## src/design/bam_pkg.sv

```systemverilog
// Shared types, constants and helpers for the bit adjacency matrix core.
package bam_pkg;

  localparam int unsigned MaxNodes = 64;
  localparam int unsigned IdxW     = 6;
  localparam int unsigned DimW     = 7;
  localparam int unsigned RowW     = MaxNodes;

  localparam int unsigned ModeW    = 3;
  localparam int unsigned TdataInW = 24;
  localparam int unsigned TdataOutW = 16;
  localparam int unsigned PaddrW   = 3;
  localparam int unsigned PdataW   = 32;

  localparam logic [DimW-1:0] DimMax     = DimW'(MaxNodes);
  localparam logic [DimW-1:0] StartReset = 7'd64;

  // Register word index, taken from paddr[2]
  localparam logic RegStartRows = 1'b0;
  localparam logic RegStartCols = 1'b1;

  typedef enum logic [ModeW-1:0] {
    ModeConnect    = 3'd0,
    ModeDisconnect = 3'd1,
    ModeTest       = 3'd2,
    ModeFindSink   = 3'd3,
    ModeFindSource = 3'd4,
    ModeConnectAll = 3'd5,
    ModeClearAll   = 3'd6
  } mode_e;

  typedef enum logic [2:0] {
    StIdle,
    StRead,
    StModify,
    StTest,
    StScanRow,
    StScanCol,
    StFill,
    StDone
  } state_e;

  // Input item; source sits in the low bits of tdata
  typedef struct packed {
    logic [IdxW-1:0] search_top;
    logic [IdxW-1:0] sink;
    logic [IdxW-1:0] source;
  } item_t;

  // Result item; connected sits in bit 0
  typedef struct packed {
    logic            range_error;
    logic [IdxW-1:0] found_index;
    logic            found;
    logic            connected;
  } result_t;

  typedef struct packed {
    logic            load;
    logic [DimW-1:0] rows;
    logic [DimW-1:0] cols;
  } dim_load_t;

  typedef struct packed {
    logic            we;
    logic [IdxW-1:0] waddr;
    logic [RowW-1:0] wdata;
    logic [IdxW-1:0] raddr;
  } ram_req_t;

  function automatic logic [DimW-1:0] clamp_dim(input logic [DimW-1:0] v);
    logic [DimW-1:0] r;
    r = v;
    if (v == '0) begin
      r = DimW'(1);
    end else if (v > DimMax) begin
      r = DimMax;
    end
    return r;
  endfunction

  localparam logic [DimW-1:0] DimReset = 7'd64;

endpackage

```

## src/design/bam_engine.sv

```systemverilog
// Sequencer and shared scan unit: walks rows or bits, edits rows, builds results.
module bam_engine import bam_pkg::*; (
  input  logic            clk_i,
  input  logic            rst_ni,
  input  logic            in_valid_i,
  output logic            in_ready_o,
  input  mode_e           in_mode_i,
  input  item_t           in_item_i,
  output logic            out_valid_o,
  input  logic            out_ready_i,
  output result_t         out_res_o,
  input  dim_load_t       dim_load_i,
  output ram_req_t        ram_req_o,
  input  logic [RowW-1:0] ram_rdata_i
);

  state_e          state_q, state_d;
  mode_e           mode_q, mode_d;
  item_t           item_q, item_d;
  logic [IdxW-1:0] idx_q, idx_d;
  logic            pend_q, pend_d;
  logic [IdxW-1:0] rd_row_q;
  logic [DimW-1:0] rows_q, rows_d;
  logic [DimW-1:0] cols_q, cols_d;
  logic [RowW-1:0] vld_q, vld_d;
  result_t         res_q, res_d;
  result_t         out_q, out_d;
  logic            out_valid_q, out_valid_d;

  logic [RowW-1:0] row_data;
  logic [RowW-1:0] bit_mask;
  logic [RowW-1:0] col_mask;
  logic [DimW-1:0] src_ext, snk_ext, top_ext;
  logic            rerr;

  // Rows never written since the last clear read as zero
  assign row_data = vld_q[rd_row_q] ? ram_rdata_i : '0;
  assign bit_mask = RowW'(1) << item_q.sink;
  assign col_mask = {RowW{1'b1}} >> (DimMax - cols_q);

  assign src_ext = {1'b0, in_item_i.source};
  assign snk_ext = {1'b0, in_item_i.sink};
  assign top_ext = {1'b0, in_item_i.search_top};

  always_comb begin
    rerr = 1'b0;
    case (in_mode_i)
      ModeTest:       rerr = (src_ext >= rows_q) || (snk_ext >= cols_q);
      ModeFindSink:   rerr = (src_ext >= rows_q) || (top_ext >= cols_q);
      ModeFindSource: rerr = (snk_ext >= cols_q) || (top_ext >= rows_q);
      default:        rerr = 1'b0;
    endcase
  end

  always_comb begin
    state_d     = state_q;
    mode_d      = mode_q;
    item_d      = item_q;
    idx_d       = idx_q;
    pend_d      = pend_q;
    rows_d      = rows_q;
    cols_d      = cols_q;
    vld_d       = vld_q;
    res_d       = res_q;
    out_d       = out_q;
    out_valid_d = out_valid_q && !out_ready_i;
    ram_req_o       = '0;
    ram_req_o.raddr = item_q.source;

    case (state_q)
      StIdle: begin
        if (in_valid_i) begin
          mode_d = in_mode_i;
          item_d = in_item_i;
          res_d  = '0;
          idx_d  = in_item_i.search_top;
          pend_d = 1'b0;
          if (rerr) begin
            res_d.range_error = 1'b1;
            state_d = StDone;
          end else begin
            case (in_mode_i)
              ModeConnect, ModeDisconnect: begin
                if (src_ext + DimW'(1) > rows_q) rows_d = src_ext + DimW'(1);
                if (snk_ext + DimW'(1) > cols_q) cols_d = snk_ext + DimW'(1);
                state_d = StRead;
              end
              ModeTest, ModeFindSink: state_d = StRead;
              ModeFindSource:         state_d = StScanCol;
              ModeConnectAll: begin
                idx_d   = '0;
                state_d = StFill;
              end
              ModeClearAll: begin
                vld_d   = '0;
                state_d = StDone;
              end
              default: state_d = StDone;
            endcase
          end
        end
      end
      StRead: begin
        case (mode_q)
          ModeConnect, ModeDisconnect: state_d = StModify;
          ModeTest:                    state_d = StTest;
          ModeFindSink:                state_d = StScanRow;
          default:                     state_d = StDone;
        endcase
      end
      StModify: begin
        ram_req_o.we    = 1'b1;
        ram_req_o.waddr = item_q.source;
        ram_req_o.wdata = (mode_q == ModeConnect) ? (row_data | bit_mask)
                                                  : (row_data & ~bit_mask);
        vld_d[item_q.source] = 1'b1;
        state_d = StDone;
      end
      StTest: begin
        res_d.connected = row_data[item_q.sink];
        state_d = StDone;
      end
      StScanRow: begin
        // Keep re-reading the row so its data stays on the port
        if (row_data[idx_q]) begin
          res_d.found       = 1'b1;
          res_d.found_index = idx_q;
          state_d = StDone;
        end else if (idx_q == '0) begin
          state_d = StDone;
        end else begin
          idx_d = idx_q - IdxW'(1);
        end
      end
      StScanCol: begin
        // Issue one row a cycle, check the row read on the cycle before
        ram_req_o.raddr = idx_q;
        idx_d  = idx_q - IdxW'(1);
        pend_d = 1'b1;
        if (pend_q && row_data[item_q.sink]) begin
          res_d.found       = 1'b1;
          res_d.found_index = rd_row_q;
          state_d = StDone;
        end else if (pend_q && rd_row_q == '0) begin
          state_d = StDone;
        end
      end
      StFill: begin
        ram_req_o.we    = 1'b1;
        ram_req_o.waddr = idx_q;
        ram_req_o.wdata = col_mask;
        vld_d[idx_q]    = 1'b1;
        if ({1'b0, idx_q} == rows_q - DimW'(1)) begin
          state_d = StDone;
        end else begin
          idx_d = idx_q + IdxW'(1);
        end
      end
      StDone: begin
        // Hand over once the output register is free or being drained
        if (!out_valid_q || out_ready_i) begin
          out_d       = res_q;
          out_valid_d = 1'b1;
          state_d     = StIdle;
        end
      end
      default: state_d = StIdle;
    endcase

    if (dim_load_i.load) begin
      rows_d = dim_load_i.rows;
      cols_d = dim_load_i.cols;
      vld_d  = '0;
    end
  end

  always_ff @(posedge clk_i or negedge rst_ni) begin
    if (!rst_ni) begin
      state_q     <= StIdle;
      pend_q      <= 1'b0;
      rows_q      <= DimReset;
      cols_q      <= DimReset;
      vld_q       <= '0;
      out_valid_q <= 1'b0;
    end else begin
      state_q     <= state_d;
      pend_q      <= pend_d;
      rows_q      <= rows_d;
      cols_q      <= cols_d;
      vld_q       <= vld_d;
      out_valid_q <= out_valid_d;
    end
  end

  always_ff @(posedge clk_i) begin
    mode_q   <= mode_d;
    item_q   <= item_d;
    idx_q    <= idx_d;
    res_q    <= res_d;
    out_q    <= out_d;
    rd_row_q <= ram_req_o.raddr;
  end

  assign in_ready_o  = (state_q == StIdle);
  assign out_valid_o = out_valid_q;
  assign out_res_o   = out_q;

endmodule

```

## config.mk

```make
export PLATFORM = sky130hd
export DESIGN_NAME = bam_engine
export DESIGN_NICKNAME = d
export VERILOG_FILES = /design/src/design/bam_pkg.sv /design/src/design/bam_engine.sv
export SDC_FILE = /design/constraint.sdc
export NUM_CORES = 1
export LEC_CHECK = 0
export ABC_AREA = 1
export BUFFER_PORTS_ARGS = -buffer_cell sky130_fd_sc_hd__buf_2
export CAP_MARGIN = 20
export CORE_ASPECT_RATIO = 2
export CORE_MARGIN = 2
export CORE_UTILIZATION = 48
export CTS_CLUSTER_DIAMETER = 120
export DETAILED_ROUTE_END_ITERATION = 6
export GPL_TIMING_DRIVEN = 1
export HOLD_SLACK_MARGIN = 0.06
export PLACE_DENSITY = 0.78
export REMOVE_ABC_BUFFERS = 1
export SKIP_CTS_REPAIR_TIMING = 1
export SLEW_MARGIN = 20
export SYNTH_ARGS = -nofsm -noshare
export SYNTH_HDL_FRONTEND = slang
export SYNTH_SLANG_ARGS = --single-unit
```

## constraint.sdc

```tcl
create_clock -name clk_i -period 2.77 [get_ports clk_i]
set_input_delay 0.554 -clock clk_i [delete_from_list [all_inputs] [get_ports clk_i]]
set_output_delay 0.554 -clock clk_i [all_outputs]
set_load 0.01 [all_outputs]
```

==> results of run 1 <==
## worst min path at each step
stage                    to  cells past startpoint
5_1_grt         out_valid_o                      1
3_5_place_dp   out_res_o[7]                      0
6_report          vld_q[25]                      1
2_1_floorplan     cols_q[0]                      0
3_3_place_gp   out_res_o[1]                      0
4_1_cts         out_valid_o                      1
## through the flow
| step | util | area (sq um) |
|---|---|---|
| floorplan | - | 11100 |
| global placement | 0.600 | 14200 |
| detailed placement | 0.600 | 14200 |
| CTS | 0.625 | 14800 |
| global route | 0.643 | 15200 |
| finish | 0.643 | 15200 |
## cell type report
cell class,count,area [sq um]
flip-flops and latches,128,3380
repair inverters,1,7.51
repair buffers,424,2930
multi-input cells,1299,7160
inverters,207,785
clock inverters,8,73.8
well taps,287,359
clock buffers,24,503
fillers,2162,8420
## report_power, final
part / switching, mW / total [mW] / internal [mW]
clock network: 0.873 / 2.23 / 1.36
registers: 0.276 / 2.64 / 2.37
logic: 5.63 / 9.11 / 3.48
## cells by family after synthesis
logic type / Yosys count / synth area share
AO/OA/AOI/OAI: 424 / 0.228
XOR/XNOR: 22 / 0.0168
adder cells (fa/ha/maj): 55 / 0.0607
buffers and inverters: 290 / 0.102
flip-flops: 128 / 0.294
AND/OR/NAND/NOR: 798 / 0.298
## worst reg2reg max path, stage by stage (launching register included)
cell and delay (ns):
dfxtp_4 0.40, clkbuf_16 0.19, a21oi_2 0.12, o21ai_1 0.06, nand3_1 0.07, nand3_1 0.11, nand2_1 0.12, nand3_2 0.14
nand2_8 0.17, buf_4 0.17, clkbuf_16 0.16, nand2_1 0.10, nand2_1 0.07, nand4_1 0.08, nor3_1 0.31, nor2_1 0.07
nor2_1 0.10, nand2_1 0.10, nand2_1 0.07, o21ai_0 0.07, a21oi_1 0.12, buf_4 0.17
## cells in the final DEF (no fill, tap or decap), drive strengths merged, types with 2 or more instances in the layout
| master | instances |
|---|---|
| o211ai | 32 |
| nand3 | 161 |
| and2 | 2 |
| nor4 | 3 |
| dfstp | 2 |
| inv | 206 |
| clkinv | 8 |
| o311ai | 9 |
| a211oi | 2 |
| nor3 | 54 |
| ha | 54 |
| o21ai | 129 |
| o32ai | 8 |
| dfrtp | 81 |
| a21oi | 95 |
| a221oi | 25 |
| o22ai | 69 |
| a21boi | 11 |
| a22oi | 13 |
| edfxtp | 39 |
| buf | 419 |
| dfxtp | 6 |
| nor2 | 127 |
| a32o | 5 |
| nand3b | 8 |
| xor2 | 17 |
| o221ai | 4 |
| nand4 | 19 |
| a31o | 5 |
| xnor2 | 5 |
| clkbuf | 29 |
| o21a | 10 |
| o31ai | 3 |
| nand2 | 421 |
## registers in the layout (all words and copies together), names as in the netlist
name and flops:
cols_q 7, idx_q 6, item_q 12, mode_q 3, out_res_o 9, out_valid_o 1, pend_q 1, rd_row_q 6
res_q 9, rows_q 7, state_q 3, vld_q 64
## layer usage
| layer | vias to the layer above | part of all wire |
|---|---|---|
| met5 | - | 0 |
| met4 | 0 | 0.066 |
| met3 | 239 | 0.10 |
| met2 | 1009 | 0.45 |
| met1 | 6685 | 0.38 |
| li1 | 6652 | - |
==> metrics.md, run 1 <==
| Metric | Value |
|---|---|
| Hpwl dp | about 36 mm |
| Worst flop-to-flop path startpoint | rd_row_q[0] |
| Met1 usage in global routing | 0.484 |
| Routing usage on met3 | 0.0687 |
| Routed WL | 49.3 mm |
| Largest net degree at the start of global routing | 57 |
| Pwr dens | between 900 and 1000 mW/mm^2 |
| Row Count | 80 |
| Vias in the first global route | between 10000 and 15000 |
| Peak VDD IR | between 0.0006 and 0.0007 V |
| Synth warn | 0 |
| Max Fclk | approximately 300 MHz |
| Slew @ Worst Pin | 1.06 ns |
| Commonest cells in the netlist | nand2_1 (410), inv_1 (194), nand3_1 (159) |
| Status | complete, but fails checks |
| Clock Sink Count | 128 |
| GRT met2 Usage | 0.586 |
| Post-Place Setup Slack | -0.385 ns |
| Final ANT Viol Nets | 0 |
| CTS tree | yes |
| Crit path buf inv count | 5 |
| Tcrit/Tclk final | 1.20 |
| Final Hold Fails | 0 |
| Synth Instances | roughly 1700 |
| CP Class | reg -> out |
| Full die area | 0.0252 sq mm |
| R2R Setup Slk | -0.49 ns |
| Max clock buf depth | 2 |
| CP max FO | 13 |
| Most common cell in the netlist | nand2_1 |
| Non-Filler Instances | between 2000 and 2500 |
| Reg2reg path depth | 21 |
| WHS | approximately 0.036 ns |
| Congestion Overflow GR | 0 |
| Top delay family on crit path | buffers and inverters |
| Total CTS buffers | 17 |
| DR vias/cell | about 6 |
| GRT Max-Usage Layer | met2 |
| Core ar. | approximately 0.024 sq mm |
| Max_slew headroom | 0.294 |
| Die W | between 100 and 150 microns |
| Initial DRC Count | between 2000 and 2500 |
| Levels on crit path | 16 |
| Startpoint types | register |
| Final WS setup | -0.558 ns |
| Critical Path Source | rd_row_q[0] |
| First-pass GRT wire length | 74.2 mm |
| Gr usage total | 0.376 |
| H-tree lvl count | 4 |
| Tot Pwr | ~14 mW |
| Mapped cell area | between 0.01 and 0.015 sq mm |
| Synth async-reset ratio | 0.648 |
| Req. time, crit path | ~2.2 ns |
| Placed cells | roughly 2300 |
| Drt first pass iters | 7 |
| #FFs+latches synth | between 100 and 150 |
| Failing checks | design-rule violations, negative setup slack |
| Area grow syn2layout | 32.7% |
| Clock slew at reported path FFs | ~0.070 ns |
| Yosys cell types | 54 |
| Die Ht | about 220 microns |
| Post-synth top area cell | dfrtp_1 |
| Post-synth top area share | 0.177 |
| Pleak | just over 7 nW |
| Setup Viol. Count Final | 81 |
| Share of layout cells above drive strength 1 | 0.263 |
| Max_cap viols | 0 |
| Routability congestion estimate | roughly 1.1 |
| Worst-Skew Late Latency | about 0.44 ns |
| Critical path destination | ram_req_o[48] |
| Synthesized area per cell | around 6.7 sq um |
| Largest stage delay, worst path | about 0.40 ns |
| Synth top area cells | dfrtp_1 (18%), nand2_1 (13%), edfxtp_1 (10%), nand3_1 (6.9%), inv_1 (6.4%) |
| Starting density of the core | 0.485 |
| Clk Tree Root Cell | clkbuf_16 |
| Nets | 2237 |
| IO Pins | 192 |
| Reg2reg end | res_q[6] |
| Port Buffer Count | approximately 190 |
| Crit. End Element | output port |
| DRC | 16 |
| EDFF count, synth | 39 |
| Wirelength per Cell | about 21 microns |
| Via count | about 15000 |
| Slowest stage cell, crit path | dfxtp_4 |
| Antenna violations before repair | 0 |
| Critical Path, Cell by Cell | clkbuf_16 -> a21oi_2 -> o21ai_1 -> nand3_1 -> nand3_1 -> nand2_1 -> nand3_2 -> nand2_8 -> buf_12 -> buf_4 -> nand2_2 -> buf_4 -> a21oi_1 -> o21ai_0 -> o211ai_1 -> buf_2 |
| Seq/Total Area, Yosys | 0.294 |
| RSZ-0062 raised after global routing | true |
| Ys flop type | dfrtp_1 |
| Final Slew Violations | 0 |
| Post-layout min period | ~3.3 ns |
| Worst Clk Skew | 0.0165 ns |
| Setup TNS Final | -34.99 ns |
| Worst Hold Class | in -> async |
| Crit path DAT | between 2 and 3 ns |
| # diodes | 0 |
Note: power is estimated with default switching activity, not from simulation.
==> inputs of run 2 (changes only) <==
- CORE_UTILIZATION: 48 -> 45
- PLACE_DENSITY: 0.78 -> 0.75
==> metrics.md, run 2 (synthesis gave the netlist of run 1 again) <==
| Metric | Value |
|---|---|
| CTS tree | yes |
| Max Fclk | 291 MHz (-3.1%) |
| Crit path DAT | 2.88 ns (+0.11 ns) |
| Post-DP Area | 0.0146 sq mm (+3.0%) |
| Clk Tree Root Cell | clkbuf_16 |
| Max clock buf depth | 2 (unchanged) |
| DRC | 0 (-16) |
| Total CTS buffers | 17 (unchanged) |
| Crit path buf inv count | 5 (unchanged) |
| Final ANT Viol Nets | 0 (unchanged) |
| Tcrit/Tclk final | 1.24 (+0.0380) |
| Hpwl dp | 44.5 mm (+23%) |
| Starting density of the core | 0.458 (-0.0273) |
| Commonest non-fill, non-tap cells in the layout | nand2_1 (378), buf_4 (253), buf_2 (188) |
| Leading registers by flop count | vld_q x64, item_q x12 |
| Area grow syn2layout | 40.8% |
| CP Class | reg -> out |
| Nets | 2291 (+2.4%) |
| H-tree lvl count | 4 (unchanged) |
| Req. time, crit path | 2.22 ns (about the same) |
| Pleak | 7.48 nW (+4.6%) |
| Congestion Overflow GR | 0 (unchanged) |
| RSZ-0062 raised after global routing | true |
| Clock Sink Count | 128 (unchanged) |
| DR vias/cell | 6.08 (-0.82%) |
| Core ar. | 0.0250 sq mm (+6.0%) |
| Slew @ Worst Pin | 1.21 ns (+0.150 ns) |
| Max_slew headroom | 0.193 (-0.100) |
| Top delay family on crit path | simple AND/OR/NAND/NOR gates |
| Worst-Skew Late Latency | 0.44 ns (about the same) |
| Wirelength per Cell | 24.2 microns (+16%) |
| Gr usage total | 0.442 (+0.0662) |
| Final Hold Fails | 0 (unchanged) |
| Row Count | 82 (+2.5%) |
| Setup Viol. Count Final | 90 (+11%) |
| Critical Path, Cell by Cell | buf_6 -> nand2_1 -> nand3_1 -> nand2_1 -> nand2_1 -> nand2_1 -> nor2_1 -> nand2_2 -> nand3_4 -> nand2_8 -> buf_4 -> clkbuf_16 -> nand2_1 -> buf_4 -> o21ai_0 -> a31o_2 -> buf_2 |
| Post-layout min period | 3.43 ns (+0.105 ns) |
| Drt first pass iters | 6 (-1) |
| Full die area | 0.0268 sq mm (+6.5%) |
| Startpoint types | register |
| Peak VDD IR | 0.000900 V (+47%) |
| Largest stage delay, worst path | 0.43 ns (+0.03 ns) |
| Setup TNS Final | -39.51 ns (-4.52 ns) |
| Max_cap viols | 0 (unchanged) |
| Crit. End Element | output port |
| Post-Place Setup Slack | -0.628 ns (-0.243 ns) |
| Worst Hold Class | in -> async |
| Die Ht | 230 microns (+3.2%) |
| Largest net degree at the start of global routing | 55 (-3.5%) |
| Most used cell, CP | nand2_1 |
| First-pass GRT wire length | 87.3 mm (+18%) |
| Most common cell after layout, fill and taps aside | nand2_1 |
| Die W | 117 microns (+3.2%) |
| Via count | 15100 (+3.6%) |
| Routability congestion estimate | 1.06 (about the same) |
| Initial DRC Count | 1650 (-21%) |
| R2R Setup Slk | -0.49 ns (about the same) |
| IO Pins | 192 (unchanged) |
| Final WS setup | -0.663 ns (-0.105 ns) |
| Failing checks | negative setup slack |
| Largest register FFs | 64 (unchanged) |
| Share of layout cells above drive strength 1 | 0.303 (+0.0405) |
| Antenna violations before repair | 4 (+4) |
| Port Buffer Count | 191 (unchanged) |
| Status | complete, but fails checks |
| Vias in the first global route | 15000 (+8.4%) |
| Clock slew at reported path FFs | 0.06 ns (about the same) |
| Worst Clk Skew | 0.00696 ns (-0.00955 ns) |
| Slowest stage cell, crit path | dfxtp_4 |
| Design area | 0.0161 sq mm (+6.1%) |
| Final Slew Violations | 0 (unchanged) |
| Routed WL | 60.0 mm (+22%) |
| CP max FO | 16 (+3) |
| Reg with most FFs | vld_q |
| Pwr dens | 979 mW/mm^2 (+6.5%) |
run 2: path summary, 6_finish.rpt:
path	end	cells after the start	startpoint
worst min register to register	out_res_o[6]	0	res_q[6]
worst min-delay path	rows_q[1]	1	rst_ni
worst max register to register	res_q[6]	24	rd_row_q[0]
worst max-delay path	ram_req_o[34]	17	rd_row_q[0]
min in group clk_i	rows_q[3]	3	dim_load_i[10]
max in group asynchronous	vld_q[16]	2	rst_ni
run 2: final cells by class:
type / count / area (sq um)
multi-input cells: 1299 / 7360
well taps: 336 / 420
clock inverters: 11 / 151
flip-flops and latches: 128 / 3370
repair buffers: 479 / 3540
diodes: 3 / 7.51
inverters: 207 / 800
clock buffers: 21 / 482
fillers: 2382 / 8900
run 2: worst register-to-register path: stages (launching register included):
cell and delay [ns]:
dfxtp_4 0.39, clkbuf_16 0.19, nand2_1 0.08, nand3_1 0.08
a21boi_1 0.17, nor2_2 0.07, nand2_2 0.09, nand3_4 0.10
nand2_8 0.14, buf_12 0.14, buf_12 0.13, buf_4 0.12
nand2_2 0.07, nand2_1 0.06, nand2_1 0.05, nor2_1 0.11
nand2_1 0.09, nand2_1 0.13, nand2_2 0.08, nor2_4 0.16
nand2_2 0.11, nand2_2 0.07, o21ai_2 0.06, a21oi_2 0.12
buf_6 0.14
run 2: stage by stage:
step                      hold WS [ns]  utilization  total power [mW]  instances
after global placement           0.402        0.584              11.2       2420
final                           0.0592        0.645              15.8       2484
after CTS                       0.0667        0.609              13.7       2452
after global routing            0.0770        0.644              16.5       2482
after detailed placement         0.405        0.584              11.3       2420
after floorplan                  0.258            -              6.89       1634
run 2: report_power, final:
part / internal, mW / switching, mW / total, mW
combinational: 4.32 / 6.44 / 10.8
clock: 1.52 / 0.888 / 2.41
sequential: 2.36 / 0.266 / 2.63
total: 8.21 / 7.59 / 15.8
run 2: routing by layer:
layer	wire (microns)	track usage
met5	13	0
met2	28800	0.727
met4	6530	0.392
met1	19200	0.429
met3	5500	0.142
==> inputs of run 3 (changes only) <==
- PLACE_DENSITY: 0.75 -> 0.69
- SETUP_SLACK_MARGIN: not set -> 0.3
==> metrics.md, run 3 (synthesis gave the netlist of run 1 again) <==
| Metric | Value |
|---|---|
| Nets | 2209 (-3.6%) |
| Full die area | 0.0268 sq mm (unchanged) |
| Worst Hold Class | in -> reg |
| Clock Sink Count | 128 (unchanged) |
| Routed WL | 56.8 mm (-5.3%) |
| Hpwl dp | 42.5 mm (-4.6%) |
| Drt first pass iters | 7 (+1) |
| Final Hold Fails | 0 (unchanged) |
| Wirelength per Cell | 23.7 microns (-2.0%) |
| Share of layout cells above drive strength 1 | 0.268 (-0.0353) |
| Congestion Overflow GR | 0 (unchanged) |
| Leading registers by flop count | vld_q x64, item_q x12 |
| Slew @ Worst Pin | 0.845 ns (-0.361 ns) |
| Max_slew headroom | 0.433 (+0.239) |
| Reg with most FFs | vld_q |
| First-pass GRT wire length | 83.4 mm (-4.4%) |
| Crit path DAT | 2.78 ns (-0.10 ns) |
| Vias in the first global route | 14600 (-2.6%) |
| CP max FO | 17 (+1) |
| Commonest non-fill, non-tap cells in the layout | nand2_1 (378), buf_2 (189), buf_4 (179) |
| Peak VDD IR | 0.000627 V (-30%) |
| Setup Viol. Count Final | 80 (-11%) |
| Final Util | 0.611 (-0.0340) |
| Largest register FFs | 64 (unchanged) |
| DRC | 9 (+9) |
| Starting density of the core | 0.458 (unchanged) |
| Failing checks | design-rule violations, negative setup slack |
| Final ANT Viol Nets | 0 (unchanged) |
| Row Count | 82 (unchanged) |
| Routability congestion estimate | 1.11 (+5.4%) |
| Largest net degree at the start of global routing | 58 (+5.5%) |
| Final WS setup | -0.567 ns (+0.0965 ns) |
| Non-Filler Instances | 2399 (-3.4%) |
| Clk Tree Root Cell | clkbuf_16 |
| Die W | 117 microns (unchanged) |
| Tcrit/Tclk final | 1.20 (-0.0348) |
| Worst-Skew Late Latency | 0.44 ns (about the same) |
| Total CTS buffers | 17 (unchanged) |
| Max_cap viols | 0 (unchanged) |
| Port Buffer Count | 191 (unchanged) |
| Fill cells | 2415 (+1.4%) |
| CP Class | reg -> out |
| DR vias/cell | 6.25 (+2.8%) |
| Max clock buf depth | 2 (unchanged) |
| Post-Place Setup Slack | -0.455 ns (+0.173 ns) |
| Via count | 15000 (-0.74%) |
| Max Fclk | 300 MHz (+2.9%) |
| Crit. End Element | output port |
| Req. time, crit path | 2.22 ns (about the same) |
| Pwr dens | 937 mW/mm^2 (-4.3%) |
| Area grow syn2layout | 33.4% |
| Worst Clk Skew | 0.0103 ns (+0.00330 ns) |
| Die Ht | 230 microns (unchanged) |
| Pleak | 7.06 nW (-5.6%) |
| H-tree lvl count | 4 (unchanged) |
| Placed cells | 2350 (-2.9%) |
| Core ar. | 0.0250 sq mm (unchanged) |
| CTS tree | yes |
| Most common cell after layout, fill and taps aside | nand2_1 |
| Final Slew Violations | 0 (unchanged) |
| Post-layout min period | 3.34 ns (-0.0965 ns) |
| Status | complete, but fails checks |
| RSZ-0062 raised after global routing | true |
| Antenna violations before repair | 2 (-2) |
| Startpoint types | register |
| Gr usage total | 0.417 (-0.0248) |
| Initial DRC Count | 1755 (+6.4%) |
| Clock slew at reported path FFs | 0.06 ns (about the same) |
| IO Pins | 192 (unchanged) |
[run 3: worst max-delay path, cell delays in order, from the launching register on]
cell and delay [ns]:
dfxtp_4 0.38, buf_12 0.16, buf_12 0.13, a21oi_2 0.12, o21ai_1 0.08, nand3_1 0.07
nand3_1 0.09, nand2_2 0.09, nand3_4 0.09, nand2_8 0.16, buf_12 0.15, nand2_1 0.10
buf_4 0.15, o21a_1 0.09, o32ai_1 0.28, buf_2 0.19
[run 3: worst paths after layout]
| path | start | to | slack, ns | depth (start not counted) |
|---|---|---|---|---|
| min in group asynchronous | rst_ni | vld_q[46] | 0.56 | 2 |
| worst min register to register | res_q[7] | out_res_o[7] | 0.41 | 0 |
| max in group asynchronous | rst_ni | state_q[0] | 1.52 | 3 |
| worst max register to register | rd_row_q[0] | res_q[2] | -0.40 | 22 |
| worst max-delay path | rd_row_q[0] | ram_req_o[65] | -0.57 | 15 |
| worst min-delay path | out_ready_i | out_valid_o | 0.34 | 2 |
[run 3: cell type report]
cell class | instances | area (sq um) | share of cell area
timing repair inverter | 1 | 7.51 | 0.000491
clock inverter | 8 | 97.6 | 0.00639
clock buffer | 23 | 532 | 0.0348
multi-input combinational | 1299 | 7310 | 0.478
inverter | 207 | 800 | 0.0523
tap | 336 | 420 | 0.0275
antenna | 1 | 2.50 | 0.000164
sequential | 128 | 3380 | 0.221
timing repair buffer | 396 | 2740 | 0.179
[run 3: metal layers]
metal / GRT usage / share of wire
met1: 0.404 / 0.31
met2: 0.693 / 0.48
met3: 0.115 / 0.088
met4: 0.385 / 0.12
met5: 0 / 0.00055
[run 3: power breakdown]
group,leakage (nW),switching (mW),internal [mW]
logic,5.22,5.87,3.37
clock network,0.314,0.882,1.52
registers,1.53,0.305,2.37
[run 3: metrics by stage]
step           setup TNS [ns]  power, mW  area [sq um]  hold slack [ns]
6_report               -32.23       14.3         15300            0.341
3_3_place_gp           -11.55       10.5         14000            0.413
3_5_place_dp           -13.64       10.6         14000            0.405
4_1_cts                -40.54       13.0         14600           0.0283
5_1_grt                -43.06       15.0         15300            0.352
2_1_floorplan          -86.34       6.89         11100            0.258
